`config.mk`:
```
export PLATFORM = sky130hd
export DESIGN_NAME = oks_occ_store
export DESIGN_NICKNAME = d
export VERILOG_FILES = /design/src/oks_pkg.sv /design/src/oks_occ_store.sv
export SDC_FILE = /design/constraint.sdc
export NUM_CORES = 1
export LEC_CHECK = 0
export BUFFER_PORTS_ARGS = -buffer_cell sky130_fd_sc_hd__buf_4
export CORE_ASPECT_RATIO = 2
export CORE_MARGIN = 2
export CORE_UTILIZATION = 56
export DETAILED_ROUTE_END_ITERATION = 10
export PLACE_DENSITY = 0.82
export SYNTH_ARGS = -nofsm -noshare
export SYNTH_HDL_FRONTEND = slang
export SYNTH_SLANG_ARGS = --single-unit
export TNS_END_PERCENT = 1
```
`constraint.sdc`:
```
create_clock -name clk -period 3.2 [get_ports clk]
set_clock_uncertainty 0.1 [all_clocks]
set_input_delay 0.64 -clock clk [delete_from_list [all_inputs] [get_ports clk]]
set_output_delay 0.64 -clock clk [all_outputs]
set_load 0.02 [all_outputs]
```
`src/oks_pkg.sv`:
```
// shared types, constants and helpers for the ordered key set core
// no dependencies; used by oks_occ_store and ordered_key_set_successor_core
`default_nettype none

package oks_pkg;

  // key universe and data word
  localparam int KEY_BITS  = 10;
  localparam int DATA_BITS = 32;
  localparam int UNIVERSE  = 1 << KEY_BITS;

  // occupancy words of 32 keys each, summary has one bit per word
  localparam int BIT_BITS  = 5;
  localparam int WORD_BITS = 1 << BIT_BITS;
  localparam int WIDX_BITS = KEY_BITS - BIT_BITS;
  localparam int NWORDS    = 1 << WIDX_BITS;

  localparam logic [WORD_BITS-1:0] WORD_ONES = {WORD_BITS{1'b1}};
  localparam logic [KEY_BITS-1:0]  KEY_MAX   = {KEY_BITS{1'b1}};

  // request codes
  typedef logic [1:0] req_t;
  localparam req_t REQ_INSERT = 2'd0;
  localparam req_t REQ_LOOKUP = 2'd1;
  localparam req_t REQ_SUCC   = 2'd2;

  // occupancy store access request, one read and one write
  typedef struct packed {
    logic                 rd_en;
    logic [WIDX_BITS-1:0] rd_addr;
    logic                 wr_en;
    logic [WIDX_BITS-1:0] wr_addr;
    logic [WORD_BITS-1:0] wr_word;
  } occ_req_t;

  // index of the lowest set bit, zero when none is set
  function automatic logic [BIT_BITS-1:0] low_bit(input logic [WORD_BITS-1:0] v);
    logic [BIT_BITS-1:0] n;
    n = '0;
    for (int i = WORD_BITS - 1; i >= 0; i--) begin
      if (v[i]) n = BIT_BITS'(i);
    end
    return n;
  endfunction

endpackage

`default_nettype wire

```
`src/oks_occ_store.sv`:
```
// occupancy word memory with registered read and per-word valid bits
// an unwritten word reads as zero; depends on oks_pkg
`default_nettype none

module oks_occ_store (
  input  wire logic                       clk,
  input  wire logic                       rst_n,
  input  wire oks_pkg::occ_req_t          req,
  output logic [oks_pkg::WORD_BITS-1:0]   rd_word
);

  logic [oks_pkg::WORD_BITS-1:0] mem [oks_pkg::NWORDS];
  logic [oks_pkg::NWORDS-1:0]    vld_r;
  logic [oks_pkg::WORD_BITS-1:0] rd_raw_r;
  logic                          rd_vld_r;

  // memory array, synchronous read
  always_ff @(posedge clk) begin
    if (req.wr_en) begin
      mem[req.wr_addr] <= req.wr_word;
    end
    if (req.rd_en) begin
      rd_raw_r <= mem[req.rd_addr];
    end
  end

  // valid bits stand in for the all-zero reset of the array
  always_ff @(posedge clk) begin
    if (!rst_n) begin
      vld_r    <= '0;
      rd_vld_r <= 1'b0;
    end else begin
      if (req.wr_en) vld_r[req.wr_addr] <= 1'b1;
      if (req.rd_en) rd_vld_r <= vld_r[req.rd_addr];
    end
  end

  assign rd_word = rd_vld_r ? rd_raw_r : '0;

endmodule

`default_nettype wire

```
==> metrics.md <==
| Metric | Value |
|---|---|
| Area contributors post-synth | edfxtp_1, mux4_2, dfxtp_1 |
| Total track usage | between 20% and 30% |
| Skew-Pair Late Insertion Delay | 660 ps |
| GP Congestion | 0.777 |
| Site Rows | 140 |
| Pre-antenna DRT Iters | 5 |
| Cts repair resizes | 0 |
| Max Cap Violations | 0 |
| Synth top area share | between 70 and 80% |
| Dpl hpwl | about 55000 um |
| Fmax | 360 MHz |
| Layout cell share with drive strength beyond 1 | 35.9% |
| Placed cells | 2697 |
| Routed WL | approximately 110000 um |
| WHS Path Cells | 1 |
| Root buffer cell | clkbuf_16 |
| First-pass GRT wire length | 151000 um |
| Antenna violations before repair | 2 |
| Die H | 388 um |
| DRC | 0 |
| Register area share after synthesis | 78.4% |
| Die Area | 76100 um^2 |
| Syn_nets | ~1700 |
| Routed wire per std cell | 37.5 um |
| Ports | 78 |
| Tot Pwr | around 28000 uW |
| TritonCTS Buffers | 83 |
| Hold WC Path Type | input pin to register |
| Status | finished clean |
| Peak fanout along the critical path | 22 |
| Hold Path Sink | mem[10][16]$_DFFE_PP_ |
| Worst-path clk slew | roughly 80 ps |
| Final min period | 2780 ps |
| Mapped Area | 41300 um^2 |
| Hold Violations, Final | 0 |
| Total number of vias | around 20000 |
| Post-CTS Hold Buffers | 0 |
| CP endpoint kind | primary output |
| P&R area growth vs syn | 13.1% |
| Critical path type | register to primary output |
| Yosys reg bits | 1089 |
| Footprint of the multi-input gates | 8760 um^2 |
| Largest area contributor in the netlist | edfxtp_1 |
| Final WS setup | 420 ps |
| Post-Synthesis Cells | 1678 |
| Rel. slew slack | between 40% and 50% |
| Synth Area per Inst | 24.6 um^2 |
| CTS Buffer Depth | 3 |
| Max-slew violations | 0 |
| ANT nets after route | 0 |
| Setup_tns | 0 ps |
| Vias in the first global route | 20500 |
| Worst reg2reg endpoint | rd_raw_r[11]$_DFFE_PP_ |
| R2R cell count | 3 |
| Power Density | 599 nW/um^2 |
| Library cells used by synthesis | 26 |
| Port bufs | 77 |
| Crit path DAT | 2040 ps |
| FF-to-FF Start | mem[23][11]$_DFFE_PP_ |
| CP Launch Type | register |
| Final setup viols | 0 |
| CORE AREA | 72900 um^2 |
| Hold Crit Start | req[16] |
| CTS tree | built |
| Commonest cells after routing, fill and taps aside | edfxtp_1, mux4_2, buf_4 |
| # fillers | about 4300 |
| Static leakage | 0.0147 uW |
| Core Util, Final | 64.1% |
| Data required time of the critical path | about 2500 ps |
| Worst-margin pin slew | 879 ps |
| Largest net degree at the start of global routing | 56 |
| Chip width | 196 um |
| Nets | ~1900 |
| Leading cell type in the layout, fill and taps excluded | edfxtp_1 |
| Maximum VDD drop | 416 uV |
| Post CTS Setup Buffer Count | 0 |
| Initial Utilization | 56.7% |
| Pre-CTS setup slack | 267 ps |
| Register Area | about 32000 um^2 |
| GRT Residual Overflow | 0 |
| Fin crit share | 86.9% |
| RSZ-0062 raised after global routing | false |
| H-tree depth | 3 |
| R2r setup slk | 1060 ps |
| Vias/cell | 7.01 |
| Non-Filler Instances | between 2000 and 3000 |
| Initial DRC count | 2980 |
| Clk sinks | 1089 |
| Warnings, synthesis | 0 |
==> per-stage QoR <==
step / cell area, um^2 / hold WS [ps]
final: 46700 / 276
after floorplan: 41300 / 340
after detailed placement: 44000 / 353
after global routing: 46700 / 280
after CTS: 46700 / 242
after global placement: 44000 / 347
==> final cells by class <==
class	instances	area share, %
repair buffers	182	3.71
diodes	3	0.0161
well taps	923	2.47
multi-input cells	503	18.8
clock inverters	37	0.895
flip-flops and latches	1089	69.3
clock buffers	107	4.84
==> how the worst max path moves through the flow <==
| stage | startpoint | endpoint | slack (ps) | cells after the start |
|---|---|---|---|---|
| floorplan | req[32] | mem[12][0]$_DFFE_PP_ | -7 | 3 |
| global placement | req[38] | rd_raw_r[11]$_DFFE_PP_ | 290 | 6 |
| detailed placement | req[38] | rd_raw_r[11]$_DFFE_PP_ | 270 | 6 |
| CTS | rd_vld_r$_SDFFE_PN0P_ | rd_word[28] | 380 | 3 |
| global route | rd_vld_r$_SDFFE_PN0P_ | rd_word[28] | 390 | 3 |
| finish | rd_vld_r$_SDFFE_PN0P_ | rd_word[28] | 420 | 3 |
==> routing by layer <==
| layer | part of all wire, % | track usage, % | wire length (um) |
|---|---|---|---|
| met5 | 0 | 0 | 0 |
| met3 | 10 | 5.37 | 11000 |
| met4 | 6.7 | 16.3 | 7100 |
| met1 | 32 | 35.0 | 33600 |
| met2 | 52 | 48.9 | 54900 |
==> Yosys cell counts <==
master    instances
a211oi_1          1
a21oi_1           3
a22oi_1           4
a31oi_1           1
and2_1           33
and3_1            1
buf_1             6
buf_2            22
buf_4             1
buf_6             8
clkbuf_1         49
dfxtp_1          33
edfxtp_1       1056
mux2_2           32
mux2i_1          16
mux4_2          320
nand2_1           6
nand2b_1          2
nand3_1           6
nand3b_1          5
nor2_1           34
nor2b_1           2
o21a_1           32
o21ai_0           1
or3_1             1
or3b_2            3
==> critical path, cell delays in order, from the launching register on <==
cell     delay (ps)
dfxtp_2         610
buf_4           380
and2_1          210
buf_4           150
==> flip-flops by register name, indices dropped and copies added (netlist names) <==
name / flops
rd_vld_r: 1
rd_raw_r: 32
mem: 1024
vld_r: 32
==> cell families (layout without fill, tap and decap cells) <==
| family | after synthesis | after routing | share of synthesized area (%) |
|---|---|---|---|
| AOI/OAI and AO/OA | 42 | 42 | 0.736 |
| buffers and inverters | 86 | 326 | 1.00 |
| DFF | 1089 | 1089 | 78.4 |
| muxes | 368 | 368 | 18.7 |
| other | 0 | 3 | 0 |
| and+or+nand+nor | 93 | 93 | 1.18 |
==> power by group <==
part	internal, uW	switching [uW]	total, uW
combinational	678	824	1500
clock	5730	4820	10500
sequential	15800	82.5	15900
total	22300	5720	28000
(Power assumes the default switching activity.)
